`src/hw/rtl/gfba_pkg.sv`:
```
// Package for the grouped free block allocator.
// Holds the item selector codes and the result status codes.
// No dependencies.
`default_nettype none

package gfba_pkg;

  typedef enum logic [1:0] {
    FUNC_ALLOC = 2'd0,
    FUNC_FREE  = 2'd1,
    FUNC_FILL  = 2'd2
  } func_e;

  typedef enum logic [1:0] {
    ST_OK       = 2'd0,
    ST_NO_SPACE = 2'd1,
    ST_ORDER    = 2'd2,
    ST_ZERO_BLK = 2'd3
  } status_e;

  localparam int unsigned FieldW = 16;
  localparam int unsigned SpillIdxW = 5;

endpackage

`default_nettype wire

```
`src/hw/rtl/gfba_ram.sv`:
```
// Generic single write port, single read port RAM with registered read data.
// Used for the free block stack. No dependencies.
`default_nettype none

module gfba_ram #(
  parameter int unsigned Width = 16,
  parameter int unsigned Depth = 16
) (
  input  wire logic                     clk_i,
  input  wire logic                     we_i,
  input  wire logic [$clog2(Depth)-1:0] waddr_i,
  input  wire logic [Width-1:0]         wdata_i,
  input  wire logic [$clog2(Depth)-1:0] raddr_i,
  output logic      [Width-1:0]         rdata_o
);

  logic [Width-1:0] mem_q [Depth];

  always_ff @(posedge clk_i) begin
    if (we_i) begin
      mem_q[waddr_i] <= wdata_i;
    end
    rdata_o <= mem_q[raddr_i];
  end

endmodule

`default_nettype wire

```
`src/hw/rtl/grouped_free_block_allocator_top.sv`:
```
// Grouped free block allocator top level: free block stack, spill and fill sequencer.
// Depends on gfba_pkg and gfba_ram.
`default_nettype none

// An allocate item that reaches the stack does one stack memory read first; any other
// allocate, free or fill item gives a single result, and a free into a full stack gives the
// count word, one spill word per cycle from the single read port of the stack memory, then
// the final result. Results appear one per cycle on res_valid_o and must be taken
// when shown; the receiver cannot stall. A new item may be started in the cycle its
// predecessor's last result is shown.
module grouped_free_block_allocator_top #(
  parameter int unsigned FREE_GROUP_SIZE = 16,
  parameter int unsigned BLOCK_BITS      = 16
) (
  input  wire logic                              clk_i,
  input  wire logic                              rst_ni,
  input  wire logic                              start,
  output logic                                   busy,
  input  wire logic [1:0]                        func_i,
  input  wire logic [gfba_pkg::FieldW-1:0]       block_number_i,
  input  wire logic [gfba_pkg::FieldW-1:0]       fill_word_i,
  output logic                                   res_valid_o,
  output logic [1:0]                             status_o,
  output logic [gfba_pkg::FieldW-1:0]            block_number_res_o,
  output logic                                   need_fill_o,
  output logic [gfba_pkg::SpillIdxW-1:0]         spill_index_o,
  output logic [gfba_pkg::FieldW-1:0]            spill_word_o,
  output logic                                   spill_valid_o,
  output logic                                   last_o
);

  import gfba_pkg::*;

  localparam int unsigned EntryW = (BLOCK_BITS < FieldW) ? BLOCK_BITS : FieldW;
  localparam int unsigned AddrW  = $clog2(FREE_GROUP_SIZE);
  localparam int unsigned CntW   = $clog2(FREE_GROUP_SIZE + 1);

  localparam logic [1:0] S_IDLE  = 2'd0;
  localparam logic [1:0] S_POP   = 2'd1;
  localparam logic [1:0] S_SPILL = 2'd2;
  localparam logic [1:0] S_PUSH  = 2'd3;

  logic [1:0]        state_q, state_d;
  logic [CntW-1:0]   count_q, count_d;
  logic              pend_q, pend_d;
  logic [CntW-1:0]   pos_q, pos_d;
  logic [AddrW-1:0]  sidx_q, sidx_d;
  logic [EntryW-1:0] blk_q, blk_d;
  logic [FREE_GROUP_SIZE-1:0] valid_q;
  logic              rvalid_q;

  logic              ram_we;
  logic [AddrW-1:0]  ram_waddr;
  logic [EntryW-1:0] ram_wdata;
  logic [AddrW-1:0]  ram_raddr;
  logic [EntryW-1:0] ram_rdata;

  logic [EntryW-1:0] blk_in;
  logic [EntryW-1:0] word_in;
  logic [EntryW-1:0] got;
  logic [AddrW:0]    sidx_next;

  logic                 out_v_d;
  status_e              out_status_d;
  logic [FieldW-1:0]    out_blk_d;
  logic                 out_need_d;
  logic [SpillIdxW-1:0] out_sidx_d;
  logic [FieldW-1:0]    out_sword_d;
  logic                 out_svalid_d;
  logic                 out_last_d;

  assign blk_in    = block_number_i[EntryW-1:0];
  assign word_in   = fill_word_i[EntryW-1:0];
  assign got       = rvalid_q ? ram_rdata : '0;
  assign sidx_next = {1'b0, sidx_q} + 1'b1;
  assign busy      = (state_q != S_IDLE);

  gfba_ram #(
    .Width (EntryW),
    .Depth (FREE_GROUP_SIZE)
  ) u_stack (
    .clk_i   (clk_i),
    .we_i    (ram_we),
    .waddr_i (ram_waddr),
    .wdata_i (ram_wdata),
    .raddr_i (ram_raddr),
    .rdata_o (ram_rdata)
  );

  always_comb begin
    state_d      = state_q;
    count_d      = count_q;
    pend_d       = pend_q;
    pos_d        = pos_q;
    sidx_d       = sidx_q;
    blk_d        = blk_q;
    ram_we       = 1'b0;
    ram_waddr    = '0;
    ram_wdata    = blk_in;
    ram_raddr    = AddrW'(count_q - 1'b1);
    out_v_d      = 1'b0;
    out_status_d = ST_OK;
    out_blk_d    = '0;
    out_need_d   = 1'b0;
    out_sidx_d   = '0;
    out_sword_d  = '0;
    out_svalid_d = 1'b0;
    out_last_d   = 1'b1;
    unique case (state_q)
      S_IDLE: begin
        if (start) begin
          blk_d   = blk_in;
          out_v_d = 1'b1;
          unique case (func_i)
            FUNC_ALLOC: begin
              if (pend_q) begin
                out_status_d = ST_ORDER;
              end else if (count_q == '0) begin
                out_status_d = ST_NO_SPACE;
              end else begin
                out_v_d = 1'b0;
                state_d = S_POP;
              end
            end
            FUNC_FREE: begin
              if (pend_q) begin
                out_status_d = ST_ORDER;
              end else if (blk_in == '0) begin
                out_status_d = ST_ZERO_BLK;
              end else if (count_q == CntW'(FREE_GROUP_SIZE)) begin
                out_blk_d    = FieldW'(blk_in);
                out_sword_d  = FieldW'(count_q);
                out_svalid_d = 1'b1;
                out_last_d   = 1'b0;
                sidx_d       = '0;
                ram_raddr    = '0;
                state_d      = S_SPILL;
              end else begin
                ram_we    = 1'b1;
                ram_waddr = AddrW'(count_q);
                count_d   = count_q + 1'b1;
                out_blk_d = FieldW'(blk_in);
              end
            end
            FUNC_FILL: begin
              if (!pend_q) begin
                out_status_d = ST_ORDER;
              end else begin
                if (pos_q == '0) begin
                  count_d = (word_in > EntryW'(FREE_GROUP_SIZE)) ?
                            CntW'(FREE_GROUP_SIZE) : CntW'(word_in);
                end else begin
                  ram_we    = 1'b1;
                  ram_waddr = AddrW'(pos_q - 1'b1);
                  ram_wdata = word_in;
                end
                if (pos_q == CntW'(FREE_GROUP_SIZE)) begin
                  pend_d = 1'b0;
                  pos_d  = '0;
                end else begin
                  pos_d = pos_q + 1'b1;
                end
              end
            end
            default: begin
              out_status_d = ST_ORDER;
            end
          endcase
        end
      end
      S_POP: begin
        out_v_d = 1'b1;
        state_d = S_IDLE;
        if (got == '0) begin
          out_status_d = ST_NO_SPACE;
        end else begin
          count_d   = count_q - 1'b1;
          out_blk_d = FieldW'(got);
          if (count_q == CntW'(1)) begin
            pend_d     = 1'b1;
            pos_d      = '0;
            out_need_d = 1'b1;
          end
        end
      end
      S_SPILL: begin
        out_v_d      = 1'b1;
        out_blk_d    = FieldW'(blk_q);
        out_sidx_d   = SpillIdxW'(sidx_next);
        out_sword_d  = FieldW'(got);
        out_svalid_d = 1'b1;
        out_last_d   = 1'b0;
        if (sidx_q == AddrW'(FREE_GROUP_SIZE - 1)) begin
          ram_raddr = '0;
          state_d   = S_PUSH;
        end else begin
          ram_raddr = AddrW'(sidx_next);
          sidx_d    = AddrW'(sidx_next);
        end
      end
      S_PUSH: begin
        ram_we    = 1'b1;
        ram_waddr = '0;
        ram_wdata = blk_q;
        count_d   = CntW'(1);
        out_v_d   = 1'b1;
        out_blk_d = FieldW'(blk_q);
        state_d   = S_IDLE;
      end
      default: begin
        state_d = S_IDLE;
      end
    endcase
  end

  always_ff @(posedge clk_i or negedge rst_ni) begin
    if (!rst_ni) begin
      state_q     <= S_IDLE;
      count_q     <= CntW'(1);
      pend_q      <= 1'b0;
      pos_q       <= '0;
      sidx_q      <= '0;
      valid_q     <= '0;
      rvalid_q    <= 1'b0;
      res_valid_o <= 1'b0;
    end else begin
      state_q     <= state_d;
      count_q     <= count_d;
      pend_q      <= pend_d;
      pos_q       <= pos_d;
      sidx_q      <= sidx_d;
      rvalid_q    <= valid_q[ram_raddr];
      res_valid_o <= out_v_d;
      if (ram_we) begin
        valid_q[ram_waddr] <= 1'b1;
      end
    end
  end

  always_ff @(posedge clk_i) begin
    blk_q              <= blk_d;
    status_o           <= out_status_d;
    block_number_res_o <= out_blk_d;
    need_fill_o        <= out_need_d;
    spill_index_o      <= out_sidx_d;
    spill_word_o       <= out_sword_d;
    spill_valid_o      <= out_svalid_d;
    last_o             <= out_last_d;
  end

  a_count_bound: assert property (@(posedge clk_i) disable iff (!rst_ni)
    count_q <= CntW'(FREE_GROUP_SIZE))
    else $error("stack count above group size");

  a_fill_empty: assert property (@(posedge clk_i) disable iff (!rst_ni)
    pend_q && (pos_q == '0) |-> count_q == '0)
    else $error("fill pending with non-empty stack");

  a_non_last_spill: assert property (@(posedge clk_i) disable iff (!rst_ni)
    res_valid_o && !last_o |-> spill_valid_o)
    else $error("non-final beat without spill word");

  a_pop_result: assert property (@(posedge clk_i) disable iff (!rst_ni)
    state_q == S_POP |=> res_valid_o && last_o)
    else $error("pop did not produce a final beat");

  a_push_follows_spill: assert property (@(posedge clk_i) disable iff (!rst_ni)
    state_q == S_PUSH |-> $past(state_q) == S_SPILL)
    else $error("push entered without spill");

endmodule

`default_nettype wire

```
`config.mk`:
```
export PLATFORM = sky130hd
export DESIGN_NAME = grouped_free_block_allocator_top
export DESIGN_NICKNAME = d
export VERILOG_FILES = /design/src/hw/rtl/gfba_pkg.sv /design/src/hw/rtl/gfba_ram.sv /design/src/hw/rtl/grouped_free_block_allocator_top.sv
export SDC_FILE = /design/constraint.sdc
export NUM_CORES = 1
export LEC_CHECK = 0
export ABC_AREA = 1
export BUFFER_PORTS_ARGS = -buffer_cell sky130_fd_sc_hd__buf_2
export CELL_PAD_IN_SITES_DETAIL_PLACEMENT = 1
export CELL_PAD_IN_SITES_GLOBAL_PLACEMENT = 1
export CORE_MARGIN = 5
export CORE_UTILIZATION = 44
export CTS_CLUSTER_SIZE = 28
export DETAILED_ROUTE_END_ITERATION = 8
export PLACE_DENSITY = 0.74
export SLEW_MARGIN = 10
export SYNTH_ARGS = -nofsm -noshare
export SYNTH_HDL_FRONTEND = slang
export SYNTH_SLANG_ARGS = --single-unit
export TNS_END_PERCENT = 5
```
`constraint.sdc`:
```
create_clock -name clk_i -period 3.5 [get_ports clk_i]
set_clock_uncertainty 0.1 [all_clocks]
set_input_delay 0.7 -clock clk_i [delete_from_list [all_inputs] [get_ports clk_i]]
set_output_delay 0.7 -clock clk_i [all_outputs]
set_load 0.1 [all_outputs]
```
Yosys cells after proc, flatten, opt, wreduce, memory -nomap -nowiden --
Memories as Yosys holds them, arrays and structs flattened. A register that Yosys moved wholly into a read port is not among the register bits. Index checks and enable logic that the tools add are counted.
Cells by class: add/sub/neg operators 5, order comparisons 4, equality and inequality tests 30, mux-type cells 113, bitwise logic cells 2, reductions and logical operators 21
Operators by type and width (count):
- $mux W16 | 10
- $mux W5 | 19
- $mux W4 | 19
- $pmux W16 S2 | 2
- $pmux W16 S3 | 1
- $logic_not A16 Y1 | 2
- $mux W1 | 32
- $mux W2 | 12
- $ne A3 B3 Y1 const B | 8
- $pmux W4 S2 | 3
- $pmux W5 S2 | 2
- $ne A2 B2 Y1 const B | 9
- $gt A16 B5 Y1 const B | 1
- $or A16 B16 Y16 | 1
- $pmux W5 S3 | 1
- $pmux W1 S2 | 6
- $pmux W2 S3 | 2
- $add A5 B1 Y5 const B | 2
- $eq A5 B5 Y1 const B | 2
- $logic_not A5 Y1 | 2
- $lt A4 B5 Y1 const B | 2
- $reduce_and A9 Y1 | 1
- $pmux W2 S2 | 2
- $reduce_and A8 Y1 | 1
- 23 further kinds | 33
Word-level totals: register bits after elaboration 93, memory bits (writable) 256, bits of input ports 37, output and inout port bits 44, logic and storage cells 192, memories kept 1
Memories:
- u_stack.mem_q | depth 16, bits a word 16, rd ports 1, clocked after Yosys merged registers in 1, wr ports 1, line gfba_ram.sv:17 | logic [Width-1:0] mem_q [Depth];

Longest topological paths before layout --
Gate-level depths: netlist (run 1).
depth after elaboration 12, depth in mapped cells 15, mapped depth without buffers 14

Modules after synthesis --
From an unflattened synthesis (run 1), not the netlist that was laid out.
Second synthesis, totals: cells, all modules 1725, area, all modules 16508.3 µm²
Modules (own cells, without submodules):
- gfba_ram | instances 1, cells an instance 1074, area an instance 11380.9 µm², sequential area each 8007.7 µm²
- grouped_free_block_allocator_top | instances 1, cells an instance 651, area an instance 5127.4 µm², sequential area each 2198.4 µm²

Worst setup path before layout (run 1) --
No wires, ideal clock.
path kind reg2reg, from register state_q[0], to memory u_stack.mem_q[12][0] (enable), setup time 0.388 ns, arrival time 2.843 ns, required time 3.012 ns, setup slack 0.168 ns, cell stages (with the launch flop) 12, buffers on the path 1, clock period less this slack 3.332 ns, path through dfrtp_1 inv_1 ha_1 buf_2 nand2_1 inv_1 nand2_1 inv_1 a21oi_1 nor2_1 nand3_1 nor2_1
On the way: longest elaborated chain between the ends 4, elaborated cells on any way between the ends 6, classes of those cells 1 x eq/ne; 4 x mux; 1 x reduce/logical
RTL lines:
- start: declaration | line grouped_free_block_allocator_top.sv:43 | logic [1:0] state_q, state_d;
- start signal: assignment | line grouped_free_block_allocator_top.sv:227 | state_q <= state_d;
- $eq A2 B2 Y1 / $logic_not A2 Y1 (equally long branches) | line grouped_free_block_allocator_top.sv:109 | unique case (state_q)
- $pmux W1 S2 | line grouped_free_block_allocator_top.sv:109
- $mux W1 | line gfba_ram.sv:20 | if (we_i) begin
- $mux W1 (not written as such) | line gfba_ram.sv:21 | mem_q[waddr_i] <= wdata_i;
- end: declaration | line gfba_ram.sv:17
Several ways; a longest one is shown, not always the timed one.

Worst setup path after layout (run 1) --
from register state_q[0], to output port busy
On the way: longest elaborated chain between the ends 1
RTL lines:
- $reduce_bool A2 Y1 | line grouped_free_block_allocator_top.sv:76 | assign busy = (state_q != S_IDLE);
- end: declaration | line grouped_free_block_allocator_top.sv:18 | output logic busy,
No other way between the ends.

==> results of run 1 <==
==> synthesized netlist by cell type (3+ instances only) <==
| master | number | area share [%] |
|---|---|---|
| a21oi_1 | 46 | 1.4 |
| buf_4 | 8 | 0.37 |
| ha_1 | 17 | 1.3 |
| buf_1 | 13 | 0.30 |
| nor3_1 | 6 | 0.18 |
| dfxtp_1 | 58 | 7.1 |
| xor2_1 | 8 | 0.43 |
| nand3_1 | 311 | 9.5 |
| a22oi_1 | 18 | 0.82 |
| dfrtp_1 | 34 | 5.2 |
| inv_2 | 3 | 0.069 |
| edfxtp_1 | 272 | 50 |
| nand4_1 | 10 | 0.38 |
| nand3_2 | 21 | 1.3 |
| inv_1 | 205 | 4.7 |
| nor2_1 | 70 | 1.6 |
| buf_6 | 10 | 0.69 |
| o211ai_1 | 3 | 0.14 |
| o21ai_0 | 98 | 3.0 |
| nand2_1 | 379 | 8.7 |
| clkbuf_1 | 28 | 0.64 |
| nand2_2 | 3 | 0.11 |
| buf_2 | 36 | 1.1 |
| o22ai_1 | 6 | 0.23 |
==> cell families (layout without fill, tap and decap cells) <==
family          count (synthesis)  count (layout)  synth area share, %
flops                         365             365                 62.1
compound gates                181             181                 6.09
buf+inv                       304             430                 7.87
fa+ha+maj                      17              17                 1.29
xor+xnor                        9               9                0.480
simple gates                  806             806                 22.1
==> report_power, final <==
group	internal, mW	total, mW	switching, mW
sequential	5.81	6.04	0.231
clock	2.44	4.18	1.74
combinational	2.63	10.2	7.57
total	10.9	20.4	9.54
==> routing by layer <==
metal,wire (um),GRT usage (%),vias to the layer above
li1,-,-,5856
met1,22000,32.7,6319
met2,23100,39.6,410
met3,2940,3.74,100
met4,1420,6.96,0
met5,0,0,-
==> worst max-delay path, delay by kind of cell (launching register included) <==
| kind | cells | cell delay [ns] |
|---|---|---|
| flip-flops | 1 | 0.37 |
| buffers and inverters | 4 | 1.18 |
| adder cells (fa/ha/maj) | 1 | 0.37 |
==> layout make-up <==
class / instances / area [um^2] / share of cell area (%)
multi-input combinational: 1013 / 5000 / 26.3
clock buffer: 54 / 1140 / 6.00
inverter: 208 / 781 / 4.12
timing repair buffer: 147 / 1090 / 5.75
sequential: 365 / 10200 / 53.8
clock inverter: 21 / 169 / 0.891
tap: 468 / 586 / 3.09
==> path summary, 6_finish.rpt <==
check	from	to	slack, ns	cells past startpoint
min reg2reg	valid_q[7]	valid_q[7]	0.37	2
max	state_q[0]	busy	0.24	5
min in group clk_i	block_number_i[5]	blk_q[5]	0.26	1
min	rst_ni	state_q[1]	0.17	1
max reg2reg	state_q[0]	u_stack.mem_q[12][8]	0.28	11
max in group asynchronous	rst_ni	valid_q[3]	2.58	1
==> registers in the layout (all words and copies together) (netlist names) <==
name                cells
spill_word_o           16
need_fill_o             1
u_stack.rdata_o        16
spill_index_o           5
block_number_res_o     16
last_o                  1
status_o                2
state_q                 2
spill_valid_o           1
u_stack.mem_q         256
rvalid_q                1
valid_q                16
blk_q                  16
res_valid_o             1
count_q                 5
sidx_q                  4
pend_q                  1
pos_q                   5
==> metrics by stage <==
stage | hold WS (ns) | setup slack, ns | total power [mW] | std cells | instance area (um^2)
final | 0.172 | 0.239 | 20.4 | 2276 | 19000
after global routing | 0.236 | 0.00514 | 21.6 | 2276 | 19000
after CTS | 0.191 | 0.257 | 20.5 | 2276 | 19000
after detailed placement | 0.348 | 0.0581 | 16.2 | 2201 | 17700
after global placement | 0.340 | 0.230 | 16.0 | 2201 | 17700
after floorplan | 0.304 | 0.168 | 12.6 | 1682 | 16400
==> reports/summary.txt, run 1 <==
CTS tree: built
GPL Wtd Cong: 0.846
WL per Instance: 21.8 um
PD cells: 1080 nW/um^2
gr ovfl total: 0
Final period util: 93.2%
Peak VDD IR: 0.000493 V
flip-flop and latch count after synthesis: 365
Setup violations, final: 0
insertion delay to the later sink of the worst-skew pair: 0.54 ns
PostCTS Resize Cnt: 0
DP HPWL: 32600 um
Max Slew Vio Count: 0
CP max stage delay: 0.47 ns
I/O Buffers: 80
Die X: 203 um
Pre-antenna DRT Iters: 5
# clock sinks: 365
CORE AREA: 36700 um^2
diode count: 0
drt first-iter violations: 895
critical-path maximum fanout: 15
clk root buf: clkbuf_16
Synth Cell Area: 16400 um^2
Peak Freq: 307 MHz
sequential area share after synthesis: 62.1%
commonest non-fill, non-tap cells in the layout: 377 x nand2_1, 311 x nand3_1, 272 x edfxtp_1, 205 x inv_1, 98 x o21ai_0
layout cells sized above 1: 14.4%
number of enable flip-flop cells after synthesis: 272
CP required: 2.70 ns
worst-path cell chain: inv_1 -> ha_1 -> inv_1 -> buf_4 -> buf_2
Global Route Usage Sum: 23.9%
crit path DAT: 2.46 ns
slew margin rel.: 42.7%
cts hold-fix bufs: 0
total die area: 41300 um^2
async set-reset flop share out of synthesis: 9.59%
top_reg_cell synth: edfxtp_1
WS Path Type: register to output port
Final Util: 51.7%
Mapped Cells: 1682
Layout area overhead: 15.5%
critical path launch point type: register
initial antenna violation count: 0
Die Y: 203 um
global-route wire length before repair: 77600 um
min cycle time layout: 3.26 ns
Max Cap Viol: 0
Clock transition at path regs: 0.06 ns
WL final: 49500 um
Worst-Margin Slew: 0.859 ns
Final #Nets: 1830
Post-CTS Setup Inserts: 0
Hold Vio Cnt, Final: 0
leak pwr: 8.08 nW
Fin Setup TNS: 0 ns
CTS max path bufs: 3
commonest non-fill, non-tap cell in the layout: nand2_1
status: complete, no violations
crit path capture type: output port
Starting Density: 44.8%
Fillers: 4036
RSZ-0062 raised after global routing: false
Syn. warnings: 0
Yosys cell types: 39
Top cell by count, worst path: inv_1
mean post-synth cell area: 9.77 um^2
vias post-DR: 12700
largest net degree at the start of global routing: 103
CTS Buf Count: 41
Net Count, Synth: 1736
remaining antenna violation count: 0
drt drc: 0
via density per instance: 5.57
row cnt: 70
H-tree depth: 2
io pins: 81
vias in the first global route: 13400
worst-path cell with the longest stage delay: buf_2
Worst Hold Class: primary input to asynchronous set/reset pin
Power figures use the tool's default switching activity.
==> inputs of run 2 (changes only) <==
- REMOVE_ABC_BUFFERS: unset -> 1
==> reports/summary.txt, run 2 (synthesis results as in run 1) <==
status: complete, no violations (unchanged)
cts hold-fix bufs: 0 (unchanged)
CTS max path bufs: 3 (unchanged)
critical-path maximum fanout: 17 (was 15)
dpl cells: 2222 (was 2201)
Worst-Margin Slew: 0.978 ns (was 0.859 ns)
Clock transition at path regs: 0.06 ns (about the same)
critical path launch point type: register (unchanged)
Reg-to-Reg Start: state_q[0] (unchanged)
row cnt: 70 (unchanged)
PostCTS Resize Cnt: 0 (unchanged)
Max Slew Vio Count: 0 (unchanged)
largest net degree at the start of global routing: 137 (was 103)
WL final: 56200 um (was 49500 um)
crit path DAT: 2.54 ns (was 2.46 ns)
commonest non-fill, non-tap cells in the layout: 377 x nand2_1, 311 x nand3_1, 272 x edfxtp_1, 205 x inv_1, 98 x o21ai_0 (unchanged)
RSZ-0062 raised after global routing: false (unchanged)
global-route wire length before repair: 84200 um (was 77600 um)
H-tree depth: 2 (unchanged)
CORE AREA: 36700 um^2 (unchanged)
Peak Freq: 299 MHz (was 307 MHz)
Hold Vio Cnt, Final: 0 (unchanged)
cell area after layout: 19200 um^2 (was 19000 um^2)
leak pwr: 8.23 nW (was 8.08 nW)
CTS Buf Count: 41 (unchanged)
min cycle time layout: 3.34 ns (was 3.26 ns)
# clock sinks: 365 (unchanged)
commonest non-fill, non-tap cell in the layout: nand2_1 (unchanged)
via density per instance: 5.71 (was 5.57)
remaining antenna violation count: 0 (unchanged)
crit path capture type: output port (unchanged)
Final period util: 95.4% (was 93.2%)
Setup violations, final: 0 (unchanged)
most flop-heavy register: u_stack.mem_q (unchanged)
Pre-antenna DRT Iters: 5 (unchanged)
vias post-DR: 13100 (was 12700)
PD cells: 1090 nW/um^2 (was 1080 nW/um^2)
total die area: 41300 um^2 (unchanged)
start point of the critical path: state_q[0] (unchanged)
Final #Nets: 1851 (was 1830)
worst hold slack: 0.188 ns (was 0.172 ns)
WS Path Type: register to output port (unchanged)
Die X: 203 um (unchanged)
I/O Buffers: 80 (unchanged)
Die Y: 203 um (unchanged)
clk root buf: clkbuf_16 (unchanged)
layout cells sized above 1: 15.5% (was 14.4%)
Starting Density: 44.8% (unchanged)
DP HPWL: 38800 um (was 32600 um)
pre-CTS setup slack: 0.0110 ns (was 0.0581 ns)
drt first-iter violations: 1153 (was 895)
CP required: 2.70 ns (about the same)
slew margin rel.: 34.8% (was 42.7%)
DP Area: 17800 um^2 (was 17700 um^2)
vias in the first global route: 13500 (was 13400)
drt drc: 0 (unchanged)
io pins: 81 (unchanged)
WL per Instance: 24.5 um (was 21.8 um)
GPL Wtd Cong: 0.945 (was 0.846)
Layout area overhead: 17.0% (was 15.5%)
Fin Setup TNS: 0 ns (unchanged)
CTS tree: built (unchanged)
Max Cap Viol: 0 (unchanged)
Worst Hold Class: primary input to asynchronous set/reset pin (unchanged)
Setup WS post-layout: 0.160 ns (was 0.239 ns)
Post-CTS Setup Inserts: 0 (unchanged)
Global Route Usage Sum: 26.8% (was 23.9%)
gr ovfl total: 0 (unchanged)
initial antenna violation count: 0 (unchanged)
number of flip-flops in the largest register: 256 (unchanged)
final std cells w/o fill: 2298 (was 2276)
insertion delay to the later sink of the worst-skew pair: 0.57 ns (was 0.54 ns)
Peak VDD IR: 0.000574 V (was 0.000493 V)
## run 2: cell count changes in the layout (fill, tap and decap cells not counted), sizes merged, moves of 2 or more
cell	change
clkinv	-6
clkinvlp	-2
clkbuf	+7
buf	+20
## run 2: area by class of cell
type / count / area (um^2)
Tap cell: 468 / 586
Timing Repair Buffer: 168 / 1280
Fill cell: 4079 / 17500
Clock buffer: 60 / 1210
Clock inverter: 15 / 155
Multi-Input combinational cell: 1013 / 5000
Sequential cell: 365 / 10200
Antenna cell: 1 / 2.50
Inverter: 208 / 781
## run 2: final timing paths
check | to | slack [ns] | cells after the start
setup / recovery | busy | 0.16 | 5
hold / removal | count_q[4] | 0.19 | 1
setup reg to reg | u_stack.mem_q[7][13] | 0.27 | 11
hold reg to reg | valid_q[11] | 0.36 | 2
max in group asynchronous | valid_q[9] | 2.48 | 1
min in group clk_i | blk_q[4] | 0.23 | 1
## run 2: critical path, stage by stage, from the launching register on
cell	delay, ns
dfrtp_1	0.38
inv_1	0.11
ha_1	0.35
inv_1	0.40
buf_4	0.34
clkbuf_4	0.39
## run 2: metrics by stage
stage / utilization, % / power, mW
final: 52.4 / 21.0
after global routing: 52.3 / 22.0
after CTS: 52.3 / 20.9
after detailed placement: 48.6 / 16.5
after global placement: 48.6 / 16.3
after floorplan: - / 11.9
## run 2: where the power goes
| group | switching (mW) | total [mW] | internal, mW |
|---|---|---|---|
| logic | 7.78 | 10.5 | 2.76 |
| registers | 0.231 | 6.04 | 5.81 |
| clock network | 1.76 | 4.38 | 2.62 |
## run 2: per-layer routing
layer	GRT usage, %	up-vias	part of all wire (%)
met4	8.48	0	3.2
met1	35.8	6660	41
met2	45.2	476	49
met5	0	-	0
met3	4.28	101	6.9
li1	-	5894	-
==> inputs of run 3 (changes only) <==
- ABC_AREA: 1 -> unset
- CORE_UTILIZATION: 44 -> 45
- PLACE_DENSITY: 0.74 -> 0.73
==> reports/summary.txt, run 3 <==
largest net degree at the start of global routing: 52 (was 137)
Starting Density: 45.7% (was 44.8%)
layout cells sized above 1: 19.8% (was 15.5%)
RSZ-0062 raised after global routing: false (unchanged)
clk root buf: clkbuf_16 (unchanged)
PostCTS Resize Cnt: 0 (unchanged)
DP HPWL: 29600 um (was 38800 um)
WL final: 45500 um (was 56200 um)
Fin Setup TNS: 0 ns (unchanged)
flip-flop and latch count after synthesis: 365 (unchanged)
cts hold-fix bufs: 0 (unchanged)
Max Slew Vio Count: 0 (unchanged)
synth top area cells: edfxtp_1 53%, dfxtp_1 7.5%, dfrtp_1 5.5%, nand2_1 3.4%, a32oi_1 3.3% (was edfxtp_1 50%, nand3_1 9.5%, nand2_1 8.7%, dfxtp_1 7.1%, dfrtp_1 5.2%)
critical path launch point type: register (unchanged)
Mapped Cells: 1216 (was 1682)
most common cell in the synthesized netlist: edfxtp_1 (was nand2_1)
GPL Wtd Cong: 0.866 (was 0.945)
row cnt: 67 (was 70)
R2R depth: 11 (unchanged)
I/O Buffers: 80 (unchanged)
CORE AREA: 33700 um^2 (was 36700 um^2)
gr ovfl total: 0 (unchanged)
Synth Cell Area: 15400 um^2 (was 16400 um^2)
diode count: 0 (was 1)
number of flip-flops in the largest register: 256 (unchanged)
FF-to-FF End: u_stack.rdata_o[5] (was u_stack.mem_q[7][13])
vias in the first global route: 11400 (was 13500)
crit path DAT: 3.64 ns (was 2.54 ns)
Peak Freq: 304 MHz (was 299 MHz)
Commonest cells post-synth: 272 x edfxtp_1, 141 x nand2_1, 86 x o21ai_0 (was 379 x nand2_1, 311 x nand3_1, 272 x edfxtp_1)
CP required: 3.85 ns (was 2.70 ns)
min cycle time layout: 3.29 ns (was 3.34 ns)
sequential area share after synthesis: 66.3% (was 62.1%)
pre-CTS setup slack: 0.102 ns (was 0.0110 ns)
CTS tree: built (unchanged)
crit path capture type: register (was output port)
drt drc: 0 (unchanged)
Die Y: 195 um (was 203 um)
Layout area overhead: 17.9% (was 17.0%)
total die area: 38000 um^2 (was 41300 um^2)
Critical path destination: u_stack.rdata_o[5] (was busy)
Setup WS post-layout: 0.211 ns (was 0.160 ns)
Reg-to-Reg Start: state_q[1] (was state_q[0])
initial antenna violation count: 0 (unchanged)
global-route wire length before repair: 70000 um (was 84200 um)
Setup violations, final: 0 (unchanged)
leak pwr: 6.68 nW (was 8.23 nW)
top_reg_cell synth: edfxtp_1 (unchanged)
Die X: 195 um (was 203 um)
Pre-antenna DRT Iters: 7 (was 5)
post-synth top area share: 53.0% (was 49.7%)
dpl cells: 1736 (was 2222)
number of enable flip-flop cells after synthesis: 272 (unchanged)
most flop-heavy register: u_stack.mem_q (unchanged)
total power: 18.1 mW (was 21.0 mW)
async set-reset flop share out of synthesis: 9.59% (unchanged)
status: complete, no violations (unchanged)
Hold Vio Cnt, Final: 0 (unchanged)
via density per instance: 6.14 (was 5.71)
Worst-Margin Slew: 1.00 ns (was 0.978 ns)
mean post-synth cell area: 12.7 um^2 (was 9.77 um^2)
remaining antenna violation count: 0 (unchanged)
critical-path maximum fanout: 45 (was 17)
Syn. warnings: 0 (unchanged)
start point of the critical path: state_q[1] (was state_q[0])
Peak VDD IR: 0.000598 V (was 0.000574 V)
drt first-iter violations: 934 (was 1153)
CTS Buf Count: 40 (was 41)
# clock sinks: 365 (unchanged)
Yosys cell types: 67 (was 39)
leading area contributor after synthesis: edfxtp_1 (unchanged)
WL per Instance: 25.1 um (was 24.5 um)
final std cells w/o fill: 1810 (was 2298)
CTS max path bufs: 3 (unchanged)
Fillers: 3384 (was 4079)
Worst Hold Class: primary input to asynchronous set/reset pin (unchanged)
commonest non-fill, non-tap cell in the layout: edfxtp_1 (was nand2_1)
vias post-DR: 11100 (was 13100)
Post-CTS Setup Inserts: 0 (unchanged)
Final period util: 94.0% (was 95.4%)
flop2flop setup slack: 0.21 ns (was 0.27 ns)
slew margin rel.: 33.1% (was 34.8%)
commonest non-fill, non-tap cells in the layout: 272 x edfxtp_1, 139 x nand2_1, 84 x o21ai_0, 80 x buf_2, 70 x buf_4 (was 377 x nand2_1, 311 x nand3_1, 272 x edfxtp_1, 205 x inv_1, 98 x o21ai_0)
PD cells: 996 nW/um^2 (was 1090 nW/um^2)
WS Path Type: register to register (was register to output port)
Final Util: 53.9% (was 52.4%)
H-tree depth: 2 (unchanged)
io pins: 81 (unchanged)
Clock transition at path regs: 0.06 ns (about the same)
insertion delay to the later sink of the worst-skew pair: 0.56 ns (was 0.57 ns)
Global Route Usage Sum: 23.3% (was 26.8%)
Final #Nets: 1384 (was 1851)
Max Cap Viol: 0 (unchanged)
[run 3: changes by cell type in the layout (fill, tap and decap cells not counted), moves of 18 or more]
cell,before,now
and2_1,0,20
and3_1,0,50
inv_1,205,20
a221o_1,0,18
nand2_1,377,139
a32oi_1,0,58
nor2_1,54,25
or2_2,0,19
a21o_1,0,22
nand3_1,311,63
nand3_2,21,0
[run 3: cells by family (layout without fill, tap and decap cells)]
logic type / count (synthesis) / after routing / synth area share, %
flops: 365 / 365 / 66.3
fa+ha+maj: 17 / 17 / 1.38
mux: 5 / 5 / 0.349
compound gates: 337 / 337 / 16.1
buf+inv: 116 / 262 / 3.21
xor+xnor: 9 / 9 / 0.512
simple gates: 367 / 367 / 12.2
[run 3: metal layers]
layer	vias up	GRT usage, %	wire, um
li1	4944	-	-
met1	5715	32.5	19900
met2	388	38.6	21800
met3	75	3.84	2760
met4	0	5.74	1040
met5	-	0	0
[run 3: worst min path at each step]
| stage | start | endpoint |
|---|---|---|
| 4_1_cts | rst_ni | count_q[4] |
| 3_5_place_dp | valid_q[6] | valid_q[6] |
| 6_report | rst_ni | count_q[1] |
| 2_1_floorplan | rst_ni | count_q[1] |
| 3_3_place_gp | valid_q[6] | valid_q[6] |
| 5_1_grt | rst_ni | count_q[1] |
[run 3: power breakdown]
part / internal [mW] / switching (mW) / leakage [nW] / total, mW
clock: 2.35 / 1.74 / 0.627 / 4.09
sequential: 5.62 / 0.288 / 3.39 / 5.91
combinational: 2.54 / 5.54 / 2.66 / 8.08
[run 3: area by class of cell]
class | instances | area (um^2) | area share, %
clock buffer | 53 | 1080 | 5.95
tap | 448 | 561 | 3.09
sequential | 365 | 10200 | 56.2
timing repair buffer | 168 | 1290 | 7.08
clock inverter | 21 | 185 | 1.02
multi-input combinational | 735 | 4760 | 26.2
inverter | 20 | 75.1 | 0.413
[run 3: metrics by stage]
step	hold slack (ns)	area, um^2
after global routing	0.255	18200
final	0.184	18200
after global placement	0.339	16900
after floorplan	0.304	15000
after CTS	0.193	18200
after detailed placement	0.350	16900
[run 3: worst max-delay path: stages (launching register included)]
cell      delay (ns)
dfrtp_1         0.40
inv_1           0.14
ha_1            0.24
nand2_1         0.18
nor3_1          0.32
buf_4           0.22
a211o_1         0.16
and2_4          0.37
buf_4           0.49
a211oi_1        0.10
a311o_1         0.36
o311ai_1        0.09
